[src/rtl/nc_pkg.sv]
// Shared types and constants of the nearest-centroid classifier.
package nc_pkg;

   localparam int CLUSTER_W  = 4;
   localparam int FIELD_W    = 16;
   localparam int MAX_DIMS   = 4;
   localparam int DIST_W     = 34;
   localparam int COUNT_W    = 5;
   localparam int CSR_ADDR_W = 3;
   localparam int CSR_DATA_W = 32;
   localparam int REQ_DATA_W = 72;
   localparam int RSP_DATA_W = 40;

   localparam logic [COUNT_W-1:0] NUM_CLUSTERS_RESET = COUNT_W'(1);

   // Register word index of the single configuration register.
   localparam logic REG_NUM_CLUSTERS = 1'b0;

   typedef enum logic {
      REQ_WRITE    = 1'b0,
      REQ_CLASSIFY = 1'b1
   } req_kind_type;

   typedef struct packed {
      logic                               valid;
      req_kind_type                       kind;
      logic [CLUSTER_W-1:0]               slot;
      logic [MAX_DIMS-1:0][FIELD_W-1:0]   coord;
   } beat_type;

   typedef struct packed {
      logic [CLUSTER_W-1:0] index;
      logic [DIST_W-1:0]    distance;
   } best_type;

endpackage

[src/rtl/nc_cell.sv]
// One centroid cell of the chain: holds a centroid and updates the running best match.
module nc_cell import nc_pkg::*; #(
   parameter int CELL_IDX   = 0,
   parameter int DIMS       = 4,
   parameter int COORD_BITS = 16
) (
   input  logic               clock,
   input  logic               reset,
   input  logic               enable,
   input  logic [COUNT_W-1:0] num_clusters,
   input  beat_type           beat_in,
   input  best_type           best_in,
   output beat_type           beat_out,
   output best_type           best_out
);

   localparam int SQ_W  = 2 * COORD_BITS;
   localparam int SUM_W = SQ_W + 2;

   logic signed [COORD_BITS-1:0] centroid_ff [DIMS];

   beat_type s1_beat_ff, s2_beat_ff, s3_beat_ff;
   best_type s1_best_ff, s2_best_ff, s3_best_ff, s3_best_in;

   logic signed [COORD_BITS:0]   diff   [DIMS];
   logic        [COORD_BITS-1:0] mag_in [DIMS];
   logic        [COORD_BITS-1:0] mag_ff [DIMS];
   logic        [SQ_W-1:0]       sq_ff  [DIMS];
   logic        [SUM_W-1:0]      sum;
   logic                         active;
   logic                         take;

   // Stage one: absolute coordinate differences against the stored centroid.
   always_comb begin
      for (int d = 0; d < DIMS; d++) begin
         diff[d] = {beat_in.coord[d][COORD_BITS-1], beat_in.coord[d][COORD_BITS-1:0]}
                 - {centroid_ff[d][COORD_BITS-1], centroid_ff[d]};
         mag_in[d] = diff[d][COORD_BITS] ? COORD_BITS'(-diff[d]) : diff[d][COORD_BITS-1:0];
      end
   end

   // A write beat loads this cell when it passes, so later classify beats see the new centroid.
   always_ff @(posedge clock) begin
      if (enable && beat_in.valid && beat_in.kind == REQ_WRITE &&
          int'(beat_in.slot) == CELL_IDX) begin
         for (int d = 0; d < DIMS; d++) begin
            centroid_ff[d] <= beat_in.coord[d][COORD_BITS-1:0];
         end
      end
   end

   // Stage three: sum the squares and keep the closer of this centroid and the incoming best.
   always_comb begin
      sum = '0;
      for (int d = 0; d < DIMS; d++) begin
         sum = sum + SUM_W'(sq_ff[d]);
      end
      active = (CELL_IDX == 0) || (int'(num_clusters) > CELL_IDX);
      take   = s2_beat_ff.valid && s2_beat_ff.kind == REQ_CLASSIFY && active &&
               ((CELL_IDX == 0) || (DIST_W'(sum) < s2_best_ff.distance));
      if (take) begin
         s3_best_in.index    = CLUSTER_W'(CELL_IDX);
         s3_best_in.distance = DIST_W'(sum);
      end else begin
         s3_best_in = s2_best_ff;
      end
   end

   always_ff @(posedge clock) begin
      if (reset) begin
         s1_beat_ff.valid <= 1'b0;
         s2_beat_ff.valid <= 1'b0;
         s3_beat_ff.valid <= 1'b0;
      end else if (enable) begin
         s1_beat_ff <= beat_in;
         s1_best_ff <= best_in;
         s2_beat_ff <= s1_beat_ff;
         s2_best_ff <= s1_best_ff;
         s3_beat_ff <= s2_beat_ff;
         s3_best_ff <= s3_best_in;
         for (int d = 0; d < DIMS; d++) begin
            mag_ff[d] <= mag_in[d];
            sq_ff[d]  <= mag_ff[d] * mag_ff[d];
         end
      end
   end

   assign beat_out = s3_beat_ff;
   assign best_out = s3_best_ff;

endmodule

[config.mk]
export PLATFORM = sky130hd
export DESIGN_NAME = nc_cell
export DESIGN_NICKNAME = d
export VERILOG_FILES = /design/src/rtl/nc_pkg.sv /design/src/rtl/nc_cell.sv
export SDC_FILE = /design/constraint.sdc
export NUM_CORES = 2
export LEC_CHECK = 0
export ABC_AREA = 1
export ABC_CLOCK_PERIOD_IN_PS = 33700
export BUFFER_PORTS_ARGS = -buffer_cell sky130_fd_sc_hd__clkbuf_2
export CAP_MARGIN = 20
export CORE_ASPECT_RATIO = 2
export CORE_UTILIZATION = 35
export CTS_CLUSTER_DIAMETER = 120
export DETAILED_ROUTE_END_ITERATION = 10
export GPL_TIMING_DRIVEN = 0
export PLACE_DENSITY = 0.48
export SYNTH_ARGS = -nofsm -noshare
export SYNTH_HDL_FRONTEND = slang
export SYNTH_SLANG_ARGS = --single-unit
export TNS_END_PERCENT = 50
[constraint.sdc]
create_clock -name clock -period 33.7 [get_ports clock]
set_input_delay 3.37 -clock clock [delete_from_list [all_inputs] [get_ports clock]]
set_output_delay 3.37 -clock clock [all_outputs]
set_load 0.005 [all_outputs]
# After elaboration in Yosys (flattened, before gate mapping)
# Memory sizes are Yosys's and may differ from the RTL's.
# Cells that the tools add are included.
[word_totals]
reg_bits = 324
latch_bits = 0
ram_bits = 256
romBits = 0
inputBits = 116
output_inout_bits = 108
word_cells = 63
mem_count = 3
[op_classes]
addsub = 11
multipliers = 4
div = 0
magnitude_cmp = 0
eq_ne = 0
shifts = 0
muxes = 10
n_bitwise = 2
n_reduce_logical = 6
[mem_list]
columns = ["memory", "depth", "width", "read_ports", "rd_ports_with_merged_regs", "write_ports", "line", "source"]
rows = [
  ["sq_ff", 4, 32, 4, 0, 4, "nc_cell.sv:28", "logic [SQ_W-1:0] sq_ff [DIMS];"],
  ["centroid_ff", 4, 16, 4, 0, 4, "nc_cell.sv:20", "logic signed [COORD_BITS-1:0] centroid_ff [DIMS];"],
  ["mag_ff", 4, 16, 4, 0, 4, "nc_cell.sv:27", "logic [COORD_BITS-1:0] mag_ff [DIMS];"],
]
[op_table]
columns = ["cell", "count"]
rows = [
  ["16-bit by 16-bit multiplier with 32-bit output", 4],
  ["16-bit by 16-bit subtractor with 17-bit output", 4],
  ["16-bit two-way mux", 4],
  ["16-bit negation", 4],
  ["33-bit by 32-bit adder with 34-bit output", 1],
  ["34-bit by 32-bit adder with 34-bit output", 1],
  ["34-bit two-way mux", 1],
  ["32-bit by 32-bit adder with 33-bit output", 1],
  ["1-bit two-way mux", 5],
  ["1-bit logical AND", 4],
  ["4-bit logical NOT", 1],
  ["1-bit NOT", 2],
  ["2-bit AND reduction", 1],
]

# Longest topological paths before layout
[depth]
ltp_word = 5
depth_mapped = 28
depth_no_buf = 26

# Least setup slack after synthesis
# No wires, ideal clock.
[synth_timing]
path_type = "input to register"
startpoint = "input enable"
endpoint = "register s3_beat_ff, in the netlist beat_out[0] (enable)"
setup_time_ns = 1.396
arrival_ns = 24.566
required_time_ns = 32.304
slack_ns = 7.738
stages = 2
path_buffers = 0
cell_sequence = "inv_1 nor2_1"
[synth_via]
elab_chain_cells = 1
[synth_lines]
columns = ["item", "line", "source"]
rows = [
  ["start: declaration", "nc_cell.sv:9", "input logic enable,"],
  ["2-bit AND reduction (no source line)", "--", ""],
  ["end signal: assignment", "nc_cell.sv:79", "s3_beat_ff <= s2_beat_ff;"],
  ["end: declaration", "nc_cell.sv:22", "beat_type s1_beat_ff, s2_beat_ff, s3_beat_ff;"],
]
# Every way passes these cells.
# A chain may end at the register's enable or synchronous reset.

==> results.toml <==
[run_status]
run_status = "complete, no violations"

[synthesis]
ys_seq_elements = 576
synth.cell_area_sq_mm = 0.0555
synth_top_area_cell = "edfxtp_1"
seq_area_frac_synth_pct = 31.1
synthArstFlopShare_pct = 0
synth_most_common_cell = "inv_1"
yosysTopAreaCellShare_pct = 31.0
synth_cell_types = 50
synth.area.top_cells = "edfxtp_1 31%, fa_1 26%, ha_1 11%, inv_1 10%, nand2_1 8.0%"
syn_avg_cell_area_sq_um = 9.58
netlist_instances = 5793
synth_edf_count = 573
ys_top_cells_by_count = "1474 x inv_1, 1180 x nand2_1, 715 x fa_1"
ys.flop_type = "edfxtp_1"
ys_warn_count = 0

[global_route]
antenna_found_initial = 1
grt_pass1_wl_microns = 227000
grt_pass1_vias = 41700
grt_max_degree = 39
overflow = 0
globalRouteTotalUtil_pct = 18.4

[die]
core-area_sq_mm = 0.157
die_w_microns = 284
initial_utilization_pct = 35.2
die_area_sq_mm = 0.160
chipHeight_microns = 565
ios = 224
rows = 206

[sta]
finalCriticalPeriod_ns = 7.08
hold_viol = 0
worst_slew_pin_slew_ns = 0.820
setup-violations-final = 0
fin_crit_sh_pct = 21.0
slew_headroom_pct = 45.3
max_freq_mhz = 141
rsz0062_at_grt = "false"
final-max-slew-violation-count = 0
setup_ws_ns = 26.62
skew_ns = 0.0484

[cts]
clk_path_buf_depth = 3
clkLatencyLatePin_ns = 0.69
postCtsSetupRepairBufs = 0
cts_max_level = 2
cts_resized = 0
clkSinkCount = 576
tritoncts = "done"
cts_inserted_buffers = 59
cts-root-buf = "clkbuf_16"
hold_buffers = 0
clk_pin_slew_ns = 0.06

[route]
vias = 38100
dr.first_iter.drc_count = 1576
ant_nets = 0
dr.pass1.iters = 5
viasPerCell = 4.62
routed_wirelength_microns = 145000
drt-wirelength-per-cell_microns = 17.6
drcViolationCount = 0

[cells_and_area]
num-nets-final = 7433
postLayoutCoreUtil_pct = 39.1
finalNonFillerCells = 8229
drive_gt1_share_pct = 6.65
area_growth_pct = 10.9

[flow_run]
cap_violations = 0

[worst_setup_path]
path_class = "reg -> reg"
crit_path_max_fanout = 10
cp.required_ns = 34.08
cp.arrival_ns = 7.46
startpoint_type = "register"
endpoint_kind = "register"

[placed_design]
detailedPlace.worstSlack_ns = 26.64
hpwlAfterDp_microns = 123000
finalWeightedCongestion = 0.886
dp_cells = 8116
place.port_buffers = 218

[hold_path]
hold_class = "reg -> reg"
## flip-flops by register name (all words and copies together), names as in the netlist
| register | flops |
|---|---|
| s2_best_ff | 38 |
| centroid_ff | 64 |
| mag_ff | 64 |
| s2_beat_ff | 70 |
| sq_ff | 124 |
| beat_out | 70 |
| best_out | 38 |
| s1_beat_ff | 70 |
| s1_best_ff | 38 |
## critical path, stage by stage, from the launching register on
cell and delay [ns]:
edfxtp_1 0.39, clkbuf_1 0.50, clkbuf_1 0.64, nand2_1 0.20
fa_1 0.55, inv_1 0.06, fa_1 0.50, inv_1 0.06
fa_1 0.53, inv_1 0.05, fa_1 0.42, fa_1 0.53
inv_1 0.05, fa_1 0.47, inv_1 0.05, ha_1 0.38
a21oi_1 0.28, o21ai_0 0.17, a21oi_1 0.21, nand3_1 0.24
a21o_1 0.25, nand2_1 0.08, nand3_1 0.06, nand2_1 0.06
nand2_1 0.07
## cell families after synthesis
logic type | after synthesis | share of synthesized area (%)
AOI/OAI and AO/OA | 447 | 4.56
and+or+nand+nor | 1712 | 12.5
xor gates and xnor gates | 231 | 3.76
other | 2 | 0.0135
buffers and inverters | 1605 | 10.9
adders and majority gates | 1220 | 37.2
DFF | 576 | 31.1
## final timing paths
path	startpoint	endpoint	slack, ns	depth (start not counted)
setup reg to reg	mag_ff[1][8]	sq_ff[1][28]	26.62	24
hold / removal	s2_beat_ff[66]	beat_out[66]	0.42	0
setup / recovery	mag_ff[1][8]	sq_ff[1][28]	26.62	24
hold reg to reg	s2_beat_ff[66]	beat_out[66]	0.42	0
## per-stage QoR
stage / TNS (ns) / hold slack [ns] / cell area [sq um]
6_report: 0 / 0.415 / 61600
3_5_place_dp: 0 / 0.405 / 59600
4_1_cts: 0 / 0.413 / 61600
3_3_place_gp: -1023.06 / 0.401 / 59200
2_1_floorplan: 0 / 0.400 / 55500
5_1_grt: 0 / 0.423 / 61600
## layout make-up
| cell class | instances | area (sq um) |
|---|---|---|
| Multi-Input combinational cell | 3613 | 32200 |
| Clock inverter | 45 | 423 |
| Tap cell | 2080 | 2600 |
| Fill cell | 15800 | 95900 |
| Timing Repair Buffer | 242 | 1520 |
| Inverter | 1475 | 5540 |
| Sequential cell | 576 | 17300 |
| Clock buffer | 67 | 1510 |
| Antenna cell | 1 | 2.50 |
| Buffer | 130 | 519 |
## placed cells by master (no fill, tap or decap), types with 16 or more instances in the layout
| cell type | count |
|---|---|
| nor2_1 | 262 |
| ha_1 | 505 |
| nand2_2 | 17 |
| fa_1 | 715 |
| a21o_1 | 21 |
| o21bai_1 | 27 |
| a31oi_1 | 27 |
| nor3_1 | 40 |
| xnor2_1 | 78 |
| clkbuf_2 | 218 |
| o21ai_0 | 110 |
| buf_12 | 16 |
| a21oi_1 | 209 |
| xor2_1 | 146 |
| nand4_1 | 24 |
| edfxtp_1 | 573 |
| inv_1 | 1474 |
| clkbuf_1 | 132 |
| nand2_1 | 1180 |
| nand3_1 | 149 |
| clkbuf_16 | 59 |
## metal layers
metal / up-vias / track usage (%) / share of wire [%]
met4: 0 / 6.92 / 3.8
li1: 18400 / - / -
met5: - / 0 / 0
met1: 18800 / 18.6 / 36
met2: 680 / 38.3 / 58
met3: 231 / 1.38 / 2.5
Power is not shown: default switching activity piles up to over one toggle a cycle in this logic, so the estimate is an artifact.
