File: src/rtl/nc_pkg.sv
// Shared types and constants of the nearest-centroid classifier.
package nc_pkg;

   localparam int CLUSTER_W  = 4;
   localparam int FIELD_W    = 16;
   localparam int MAX_DIMS   = 4;
   localparam int DIST_W     = 34;
   localparam int COUNT_W    = 5;
   localparam int CSR_ADDR_W = 3;
   localparam int CSR_DATA_W = 32;
   localparam int REQ_DATA_W = 72;
   localparam int RSP_DATA_W = 40;

   localparam logic [COUNT_W-1:0] NUM_CLUSTERS_RESET = COUNT_W'(1);

   // Register word index of the single configuration register.
   localparam logic REG_NUM_CLUSTERS = 1'b0;

   typedef enum logic {
      REQ_WRITE    = 1'b0,
      REQ_CLASSIFY = 1'b1
   } req_kind_type;

   typedef struct packed {
      logic                               valid;
      req_kind_type                       kind;
      logic [CLUSTER_W-1:0]               slot;
      logic [MAX_DIMS-1:0][FIELD_W-1:0]   coord;
   } beat_type;

   typedef struct packed {
      logic [CLUSTER_W-1:0] index;
      logic [DIST_W-1:0]    distance;
   } best_type;

endpackage

File: src/rtl/nc_out_reg.sv
// Result register at the end of the chain and the chain-wide advance signal.
module nc_out_reg import nc_pkg::*; (
   input  logic                  clock,
   input  logic                  reset,
   input  beat_type              last_beat,
   input  best_type              last_best,
   input  logic                  rsp_tready,
   output logic                  rsp_tvalid,
   output logic [RSP_DATA_W-1:0] rsp_tdata,
   output logic                  advance
);

   logic     rsp_valid_ff, rsp_valid_in;
   best_type rsp_best_ff;
   logic     last_is_result;
   logic     load;

   always_comb begin
      last_is_result = last_beat.valid && last_beat.kind == REQ_CLASSIFY;
      // The chain only halts when a finished result has nowhere to go.
      advance = !last_is_result || !rsp_valid_ff || rsp_tready;
      load    = advance && last_is_result;
      if (load) begin
         rsp_valid_in = 1'b1;
      end else if (rsp_tready) begin
         rsp_valid_in = 1'b0;
      end else begin
         rsp_valid_in = rsp_valid_ff;
      end
   end

   always_ff @(posedge clock) begin
      if (reset) begin
         rsp_valid_ff <= 1'b0;
      end else begin
         rsp_valid_ff <= rsp_valid_in;
      end
   end

   always_ff @(posedge clock) begin
      if (load) begin
         rsp_best_ff <= last_best;
      end
   end

   assign rsp_tvalid = rsp_valid_ff;
   assign rsp_tdata  = {(RSP_DATA_W - CLUSTER_W - DIST_W)'(0),
                        rsp_best_ff.distance, rsp_best_ff.index};

endmodule

File: config.mk
export PLATFORM = sky130hd
export DESIGN_NAME = nc_out_reg
export DESIGN_NICKNAME = d
export VERILOG_FILES = /design/src/rtl/nc_pkg.sv /design/src/rtl/nc_out_reg.sv
export SDC_FILE = /design/constraint.sdc
export NUM_CORES = 1
export LEC_CHECK = 0
export BUFFER_PORTS_ARGS = -buffer_cell sky130_fd_sc_hd__clkbuf_2
export CORE_UTILIZATION = 31
export DETAILED_ROUTE_END_ITERATION = 7
export GPL_ROUTABILITY_DRIVEN = 0
export HOLD_SLACK_MARGIN = 0.02
export PLACE_DENSITY_LB_ADDON = 0.1
export SLEW_MARGIN = 20
export SYNTH_ARGS = -nofsm -noshare
export SYNTH_HDL_FRONTEND = slang
export SYNTH_SLANG_ARGS = --single-unit
File: constraint.sdc
create_clock -name clock -period 2.7 [get_ports clock]
set_input_delay 0.135 -clock clock [delete_from_list [all_inputs] [get_ports clock]]
set_output_delay 0.135 -clock clock [all_outputs]
set_load 0.005 [all_outputs]
After elaboration in Yosys (flattened, before gate mapping). Index checks and enable logic that the tools add are counted.

Muxes and demuxes: 2. Reduce and logical (&&, ||, !) cells: 7.

Operator list (count): $logic_and 1x1->1 (2); $logic_not 1->1 (2); $logic_or 1x1->1 (2); $mux 1 (2); $reduce_bool 2->1 (1).

Bits of input ports: 111. Output and inout port bits: 42. Word-level logic and storage cells: 12. Register bits after elaboration: 39.

Logic depth before layout (Yosys ltp). Gate-level depths: netlist of the first run.

Depth after elaboration: 6. Gate-level depth with buffers: 2. Mapped depth without buffers: 2.

Least setup slack after synthesis of the first run. No wires, ideal clock.

Path kind: reg2reg. Start point: register rsp_valid_ff (netlist: rsp_tvalid). End point: register rsp_best_ff, in the netlist rsp_tdata[0], enable pin. Buffers on the path: 0. Required time: 2266 ps. Stages on the path, launching flop included: 3. Arrival time: 2065 ps. Path slack: 201 ps. Clock period less this slack: 2499 ps. Setup time: 434 ps. Path through: dfxtp_1 > nor2b_1 > nor2_1.

Word-level cells in the longest chain between the ends: 4.

Ends and longest elaborated chain: start: declaration (line nc_out_reg.sv:13) `logic rsp_valid_ff, rsp_valid_in;`; start signal: assignment (line nc_out_reg.sv:36) `rsp_valid_ff <= rsp_valid_in;`; $logic_not 1->1 (line nc_out_reg.sv:21) `advance = !last_is_result || !rsp_valid_ff || rsp_tready;`; $logic_or 1x1->1 (2 in a row) (line nc_out_reg.sv:21); $logic_and 1x1->1 (line nc_out_reg.sv:22) `load = advance && last_is_result;`; via load (line nc_out_reg.sv:16) `logic load;`; end signal: assignment (line nc_out_reg.sv:42) `rsp_best_ff <= last_best;`; end: declaration (line nc_out_reg.sv:14) `best_type rsp_best_ff;`.

The timed path passes the listed nets, and every way through them passes these cells. A chain may end at the register's enable or synchronous reset.

Worst setup path in the final report of the first run.
Start point: register rsp_valid_ff (netlist: rsp_tvalid). End point: register rsp_best_ff, in the netlist rsp_tdata[11], enable pin.

The elaborated chain is that of the path after synthesis.

==> flow_summary.json, run 1 <==
{
  "status": "finished, final reports clean",
  "die_y_um": 64.5,
  "rows": 22,
  "drt_wl_total_um": 2380,
  "grt_pass1_vias": 780,
  "numCtsBuffers": 5,
  "peakVddDrop_uv": 295,
  "clock-sinks": 39,
  "required_ns": 2.69,
  "hold_path_class": "input pin to flop",
  "post-dp-hpwl_um": 1730,
  "cts_resized": 0,
  "nets": 276,
  "initial_utilization_pct": 32.8,
  "critical_path_class": "flop to flop",
  "synthCells": 48,
  "grt_start_max_net_pins": 23,
  "top_layer_used": "met4",
  "yosys_warnings": 0,
  "drtAntennaViolNets": 0,
  "synth_edf_count": 38,
  "numPortBuffers": 82,
  "fin_crit_ns": 1.58,
  "ys_seq_area_share_pct": 96.0,
  "synth_top_area_cell": "edfxtp_1",
  "area.sequential_um2": 1160,
  "h-tree-depth": 2,
  "vias": 866,
  "setup_tns_ns": 0,
  "powerDensity_nw_per_um2": 570,
  "utilization_pct": 55.5,
  "clockBufferDepth": 2,
  "power_leakage_uw": 0.000884,
  "place_inst": 179,
  "path_buf_inv": 1,
  "clk_pin_slew_worst_paths_ns": 0.07,
  "clock_latency_ns": 0.28,
  "critPathTopFamily": "simple AND/OR/NAND/NOR gates",
  "multi_input_area_um2": 45.0,
  "crit_arrival_ns": 1.57,
  "syn_to_final_growth_pct": 69.1,
  "cp_slowest_cell": "nor2_4",
  "diodes": 0,
  "synthTopCellsByArea": "edfxtp_1 (94%), dfxtp_1 (1.7%), buf_4 (1.2%), nand2b_1 (0.52%), nor2b_1 (0.52%)",
  "cts_tree": "built",
  "antenna_found_initial": 0,
  "fmax_ghz": 0.632,
  "ys_seq_elements": 39,
  "wl_per_cell_um": 11.1,
  "finalCritPeriodShare_pct": 58.6,
  "dr.pass1.iters": 4,
  "startpoint_type": "flop",
  "final-hold-violation-count": 0,
  "met1_length_um": 1050,
  "avgViaCountPerCell": 4.05,
  "synth_cell_types": 10,
  "power_uw": 1170,
  "skew_ns": 0.00543,
  "core_area_um2": 3690,
  "synthTopCellsByCount": "edfxtp_1 (38), buf_4 (2)",
  "fillCellCount": 315,
  "die_x_um": 64.5,
  "slowest_delay_ns": 0.50,
  "whs_ns": 0.0284,
  "crit_chain": "nor2b_1 > nor2_4 > buf_4",
  "netlist_area_um2": 1210,
  "grt_pass1_wl_um": 3430,
  "grt.overflow.total": 0,
  "track_usage_pct": 11.8,
  "tightest_slew_ns": 0.602,
  "rsz0062_at_grt": "no",
  "drc": 0,
  "ys.flop_type": "edfxtp_1",
  "end_kind": "flop",
  "avgSynthCellArea_um2": 25.2,
  "drt_iter0_drc": 46,
  "synth_most_common_cell": "edfxtp_1",
  "crit_fanout": 22,
  "drive_gt1_share_pct": 54.8,
  "synth_top_area_share_pct": 94.3,
  "cts_setup_buffers": 0,
  "cts-root-buf": "clkbuf_8",
  "synthArstFlopShare_pct": 0,
  "slew_violations": 0,
  "wl_met2_um": 973,
  "drv_cap": 0,
  "io_pins": 153,
  "wl_met3_um": 312,
  "maxSlewHeadroom_pct": 59.8,
  "finalSetupViolCount": 0,
  "stdcell_count": 214,
  "die-area_um2": 4160
}
## stage by stage
stage | cell area [um2] | setup slack, ns
after floorplan | 1210 | 0.201
after global placement | 1690 | 1.12
after detailed placement | 1690 | 1.10
after CTS | 2000 | 1.08
after global routing | 2050 | 1.00
final | 2050 | 1.12
## metal layers
metal,GRT usage (%),vias up
met3,6.16,5
met1,14.4,380
met5,0,-
li1,-,413
met2,17.6,68
met4,5.00,0
## kinds of logic after synthesis
family	synth area share, %
buffers and inverters	1.24
flip-flops	96.0
other	0.310
AO/OA/AOI/OAI	0.413
AND/OR/NAND/NOR	2.07
## layout by cell type (no fill, tap or decap)
cell	instances
edfxtp_1	38
clkbuf_2	82
nand2b_1	1
clkinvlp_4	1
nand2_1	1
nand3_1	1
dlygate4sd3_1	27
conb_1	2
clkbuf_8	5
a21oi_1	1
clkinv_1	2
nor2_4	1
buf_4	2
dfxtp_1	1
nor2b_1	1
## state kept, by name, indices dropped and copies added, names as in the netlist
| name | cells |
|---|---|
| rsp_tdata | 38 |
| rsp_tvalid | 1 |
## where the power goes
part           leakage (uW)  internal [uW]  total, uW  switching (uW)
logic              0.000481           64.8        104            39.7
registers          0.000364            695        702            6.87
clock network     0.0000392            175        360             185
## area by class of cell
cell class                 count  share of cell area, %
clock buffer                   5                   3.36
clock inverter                 3                  0.734
multi-input combinational      8                   2.20
sequential                    39                   56.8
tap                           48                   2.94
timing repair buffer         111                   34.0
## worst register-to-register path, stage by stage (launching register included)
cell,delay [ns]
dfxtp_1,0.33
nor2b_1,0.17
nor2_4,0.50
buf_4,0.29
## worst paths after layout
path	start	end	slack [ns]	cells after the start
min	last_best[29]	rsp_tdata[33]	0.03	1
max reg2reg	rsp_tvalid	rsp_tdata[11]	1.12	3
max	rsp_tvalid	rsp_tdata[11]	1.12	3
min reg2reg	rsp_tvalid	rsp_tvalid	0.49	2
## what timing repair did
action	4_1_cts	5_1_grt
hold buffers	22	5
setup endpoints to repair	0	0
hold endpoints to repair	22	5
Power figures use the tool's default switching activity.
==> run 2, diff against run 1 <==
clock period = 1.6 ns   (was 2.7 ns; I/O delays follow)
==> run 2 against run 1 <==
  * Sequential share of layout area down 3.2 points
  * Setup slack worse by 0.69 ns
  * Cell count up 5.1%
  * Via count up 2.4%
  * Critical endpoint is now advance
  * Largest cell class unchanged
==> flow_summary.json, run 2 (synthesis results as in run 1) <==
{
  "area.sequential_um2": 1160,
  "grt.met2_usage_pct": 21.8,
  "clk_pin_slew_worst_paths_ns": 0.07,
  "grt.overflow.total": 0,
  "fin_crit_ns": 1.17,
  "hold_path_class": "input pin to flop",
  "worst_slack_ns": 0.426,
  "post-dp-hpwl_um": 1670,
  "most-common-layout-cells": "clkbuf_2 (82), dlygate4sd3_1 (39), edfxtp_1 (38), clkbuf_8 (5)",
  "slew_violations": 0,
  "layout_commonest_cell": "clkbuf_2",
  "met3_usage_pct": 6.16,
  "critical_path_class": "flop to primary output",
  "avgViaCountPerCell": 3.94,
  "cts-root-buf": "clkbuf_8",
  "utilization_pct": 58.8,
  "grt.busiest_layer": "met2",
  "numPortBuffers": 82,
  "fillCellCount": 307,
  "r2r_start": "rsp_tvalid",
  "grt_pass1_vias": 879,
  "finalCritPeriodShare_pct": 73.3,
  "die_x_um": 64.5,
  "drv_cap": 0,
  "diodes": 0,
  "power_leakage_uw": 0.000936,
  "grt_start_max_net_pins": 39,
  "rsz0062_at_grt": "no",
  "crit_fanout": 3,
  "drive_gt1_share_pct": 50.8,
  "largest_register_ffs": 38,
  "drt_iter0_drc": 58,
  "crit_arrival_ns": 1.09,
  "track_usage_pct": 13.6,
  "required_ns": 1.52,
  "end_kind": "primary output",
  "drt_wl_total_um": 2730,
  "finalSetupViolCount": 0,
  "vias": 887,
  "clockBufferDepth": 2,
  "peakVddDrop_uv": 522,
  "syn_to_final_growth_pct": 79.2,
  "clock-sinks": 39,
  "powerDensity_nw_per_um2": 920,
  "dr.pass1.iters": 4,
  "hp-start": "rsp_tready",
  "nets": 287,
  "setup_tns_ns": 0,
  "drc": 0,
  "drtAntennaViolNets": 0,
  "cts_tree": "built",
  "fmax_ghz": 0.852,
  "status": "finished, final reports clean",
  "holdBufCountCts": 39,
  "io_pins": 153,
  "die-area_um2": 4160,
  "skew_ns": 0.00374,
  "h-tree-depth": 2,
  "whs_path_depth": 3,
  "clock_latency_ns": 0.28,
  "startpoint_type": "flop",
  "rows": 22,
  "numCtsBuffers": 5,
  "final-hold-violation-count": 0,
  "multi_input_area_um2": 45.0,
  "grtUsageMet1_pct": 16.5,
  "grt_pass1_wl_um": 4000,
  "initial_utilization_pct": 32.8,
  "cts_resized": 0,
  "wl_per_cell_um": 12.1,
  "antenna_found_initial": 0,
  "core_area_um2": 3690,
  "cts_setup_buffers": 0,
  "pre_cts_ws_ns": 0.451,
  "worst-r2r-cell-count": 3,
  "die_y_um": 64.5,
  "crit_start": "rsp_tvalid"
}
==> run 2: metal layers <==
metal  vias up  part of all wire, %
li1        435                    -
met1       388                   43
met2        64                   46
met3         0                   11
met4         0                    0
met5         -                    0
==> run 2: final cells by class <==
| cell class | instances | area share (%) |
|---|---|---|
| Clock buffer | 7 | 3.52 |
| Clock inverter | 1 | 0.231 |
| Multi-Input combinational cell | 8 | 2.08 |
| Sequential cell | 39 | 53.5 |
| Tap cell | 48 | 2.77 |
| Timing Repair Buffer | 122 | 37.9 |
==> run 2: power by group <==
part | internal [uW] | switching [uW]
registers | 1170 | 12.0
clock network | 305 | 299
logic | 130 | 73.7
total | 1610 | 385
==> run 2: metrics by stage <==
step                      total power, uW  hold slack [ns]  std cells  cell area (um2)
after floorplan                      1240            0.149         49             1220
after global placement               1330            0.237        178             1700
after detailed placement             1340            0.244        178             1700
after CTS                            2020           0.0660        225             2170
after global routing                 2090           0.0887        225             2170
final                                1990           0.0748        225             2170
==> run 2: worst max-delay path, stage by stage (launching register included) <==
cell and delay (ns):
dfxtp_1 0.35, nor2b_1 0.25, nand3_1 0.11, clkbuf_2 0.12
==> run 2: final timing paths <==
kind / end / slack, ns
setup / recovery: advance / 0.43
hold / removal: rsp_tvalid / 0.07
hold reg to reg: rsp_tvalid / 0.48
setup reg to reg: rsp_tdata[7] / 0.45
==> run 3, diff against run 2 <==
CORE_UTILIZATION = 28   (was 31)
clock period = 1.05 ns   (was 1.6 ns; I/O delays follow)
==> run 3 against run 2 <==
  * The run now ends with setup timing left
  * Worst hold slack improved by 0.028 ns
  * Clock skew barely moved
  * Flip-flop and latch count stayed put
  * Sequential power is 52% higher
  * Setup slack got worse by 0.45 ns
  * Wire length rose by 4.2%
  * Sequential share of layout area is 1.5 points lower
  * Via count rose by 2.8%
  * Global-route usage down 0.63 points
  * Die area increased by 10%
  * Critical endpoint is now rsp_tdata[35]
==> flow_summary.json, run 3 (synthesis results as in run 1) <==
{
  "swShare_pct": 19.0,
  "grt.busiest_layer": "met2",
  "r2r_start": "rsp_tvalid",
  "final-hold-violation-count": 0,
  "grtUsageMet1_pct": 14.6,
  "diodes": 0,
  "pwr-share-clk_pct": 35.8,
  "p_comb_share_pct": 9.9,
  "vias": 912,
  "drv_cap": 0,
  "power_uw": 3320,
  "track_usage_pct": 13.0,
  "power_leakage_uw": 0.000964,
  "numCtsBuffers": 5,
  "violations": "setup timing",
  "finalCritPeriodShare_pct": 103,
  "powerDensity_nw_per_um2": 1490,
  "cts_tree": "built",
  "drc": 0,
  "rsz0062_at_grt": "yes",
  "wl_per_cell_um": 12.4,
  "hold_path_class": "input pin to flop",
  "grt_pass1_vias": 907,
  "place_area_um2": 1740,
  "cp_slowest_cell": "dfxtp_2",
  "antenna_found_initial": 0,
  "fin_crit_ns": 1.08,
  "seqPwrFrac_pct": 54.3,
  "die-area_um2": 4590,
  "cts-root-buf": "clkbuf_8",
  "slowest_delay_ns": 0.32,
  "io_pins": 153,
  "drt_iter0_drc": 70,
  "setup_tns_ns": -0.547,
  "dr.pass1.iters": 3,
  "intPower_uw": 2690,
  "cts_resized": 0,
  "h-tree-depth": 2,
  "required_ns": 1.04,
  "numPortBuffers": 82,
  "crit_arrival_ns": 1.07,
  "stdcell_count": 229,
  "grt_start_max_net_pins": 23,
  "grt.overflow.total": 0,
  "drtAntennaViolNets": 0,
  "fmax_ghz": 0.928,
  "drt_wl_total_um": 2850,
  "worst_slack_ns": -0.0273,
  "clk_pin_slew_worst_paths_ns": 0.07,
  "fillCellCount": 350,
  "skew_ns": 0.00365,
  "die_y_um": 67.7,
  "startpoint_type": "flop",
  "die_x_um": 67.7,
  "clockBufferDepth": 2,
  "finalSetupViolCount": 33,
  "initial_utilization_pct": 29.6,
  "end_kind": "flop",
  "whs_ns": 0.103,
  "crit_start": "rsp_tvalid",
  "core_area_um2": 4090,
  "most-common-layout-cells": "clkbuf_2 (82), dlygate4sd3_1 (39), edfxtp_1 (38), clkbuf_8 (5)",
  "layout_commonest_cell": "clkbuf_2",
  "worst-r2r-cell-count": 3,
  "avgViaCountPerCell": 3.98,
  "met3_usage_pct": 7.60,
  "critical_path_class": "flop to flop",
  "worstSetupEndpoint": "rsp_tdata[35]",
  "place_inst": 182,
  "clock-sinks": 39,
  "reg2reg_slack_ns": -0.03,
  "r2r-end": "rsp_tdata[35]",
  "crit_chain": "nor2b_4 > nor2_4 > buf_12",
  "largest_register_ffs": 38,
  "switchingPower_uw": 631,
  "status": "complete, but fails checks",
  "slew_violations": 0,
  "nets": 289,
  "post-dp-hpwl_um": 1880,
  "syn_to_final_growth_pct": 84.6,
  "fin_area_um2": 2230,
  "drive_gt1_share_pct": 53.1,
  "grt_pass1_wl_um": 4010,
  "rows": 23,
  "crit_fanout": 22,
  "peakVddDrop_uv": 1140,
  "grt.met2_usage_pct": 19.9,
  "clock_latency_ns": 0.28
}
==> run 3: repair_timing <==
item | CTS | global route
endpoints found under the setup margin | 39 | 39
setup buffers | 0 | 0
hold buffers | 39 | 0
endpoints found under the hold margin | 39 | 0
==> run 3: worst max-delay path: cells and delay by family, from the launching register on <==
kind,cells,cell delay [ns]
flops,1,0.32
simple gates,2,0.27
buf+inv,1,0.19
==> run 3: final cells by class <==
| type | instances | area, um2 | area share (%) |
|---|---|---|---|
| multi-input combinational | 8 | 52.6 | 2.35 |
| clock buffer | 5 | 68.8 | 3.08 |
| tap | 50 | 62.6 | 2.80 |
| clock inverter | 3 | 38.8 | 1.74 |
| sequential | 39 | 1160 | 52.0 |
| timing repair buffer | 124 | 848 | 38.0 |
==> run 3: power by group through the flow <==
stage / registers, uW / logic [uW] / clock network (uW)
global placement: 1840 / 210 / 0
CTS: 1800 / 331 / 1230
detailed placement: 1840 / 217 / 0
floorplan: 1850 / 39.0 / 0
finish: 1810 / 330 / 1190
global route: 1810 / 363 / 1280
==> run 3: metrics by stage <==
step | utilization [%] | worst slack, ns
2_1_floorplan | - | -0.357
3_3_place_gp | 42.5 | -0.0155
3_5_place_dp | 42.5 | -0.0242
4_1_cts | 54.7 | -0.0389
5_1_grt | 54.7 | -0.0606
6_report | 54.7 | -0.0273
==> run 3: worst min-delay path by stage <==
stage	from	endpoint	depth (start not counted)
global placement	reset	rsp_tvalid	2
CTS	last_beat[68]	rsp_tvalid	3
finish	last_beat[68]	rsp_tvalid	3
floorplan	reset	rsp_tvalid	1
global route	last_beat[69]	rsp_tvalid	3
detailed placement	reset	rsp_tvalid	2
==> run 3: routing by layer <==
layer / routed length (um) / up-vias
met1: 1210 / 391
met5: 0 / -
met3: 410 / 4
li1: - / 439
met2: 1190 / 78
met4: 31 / 0
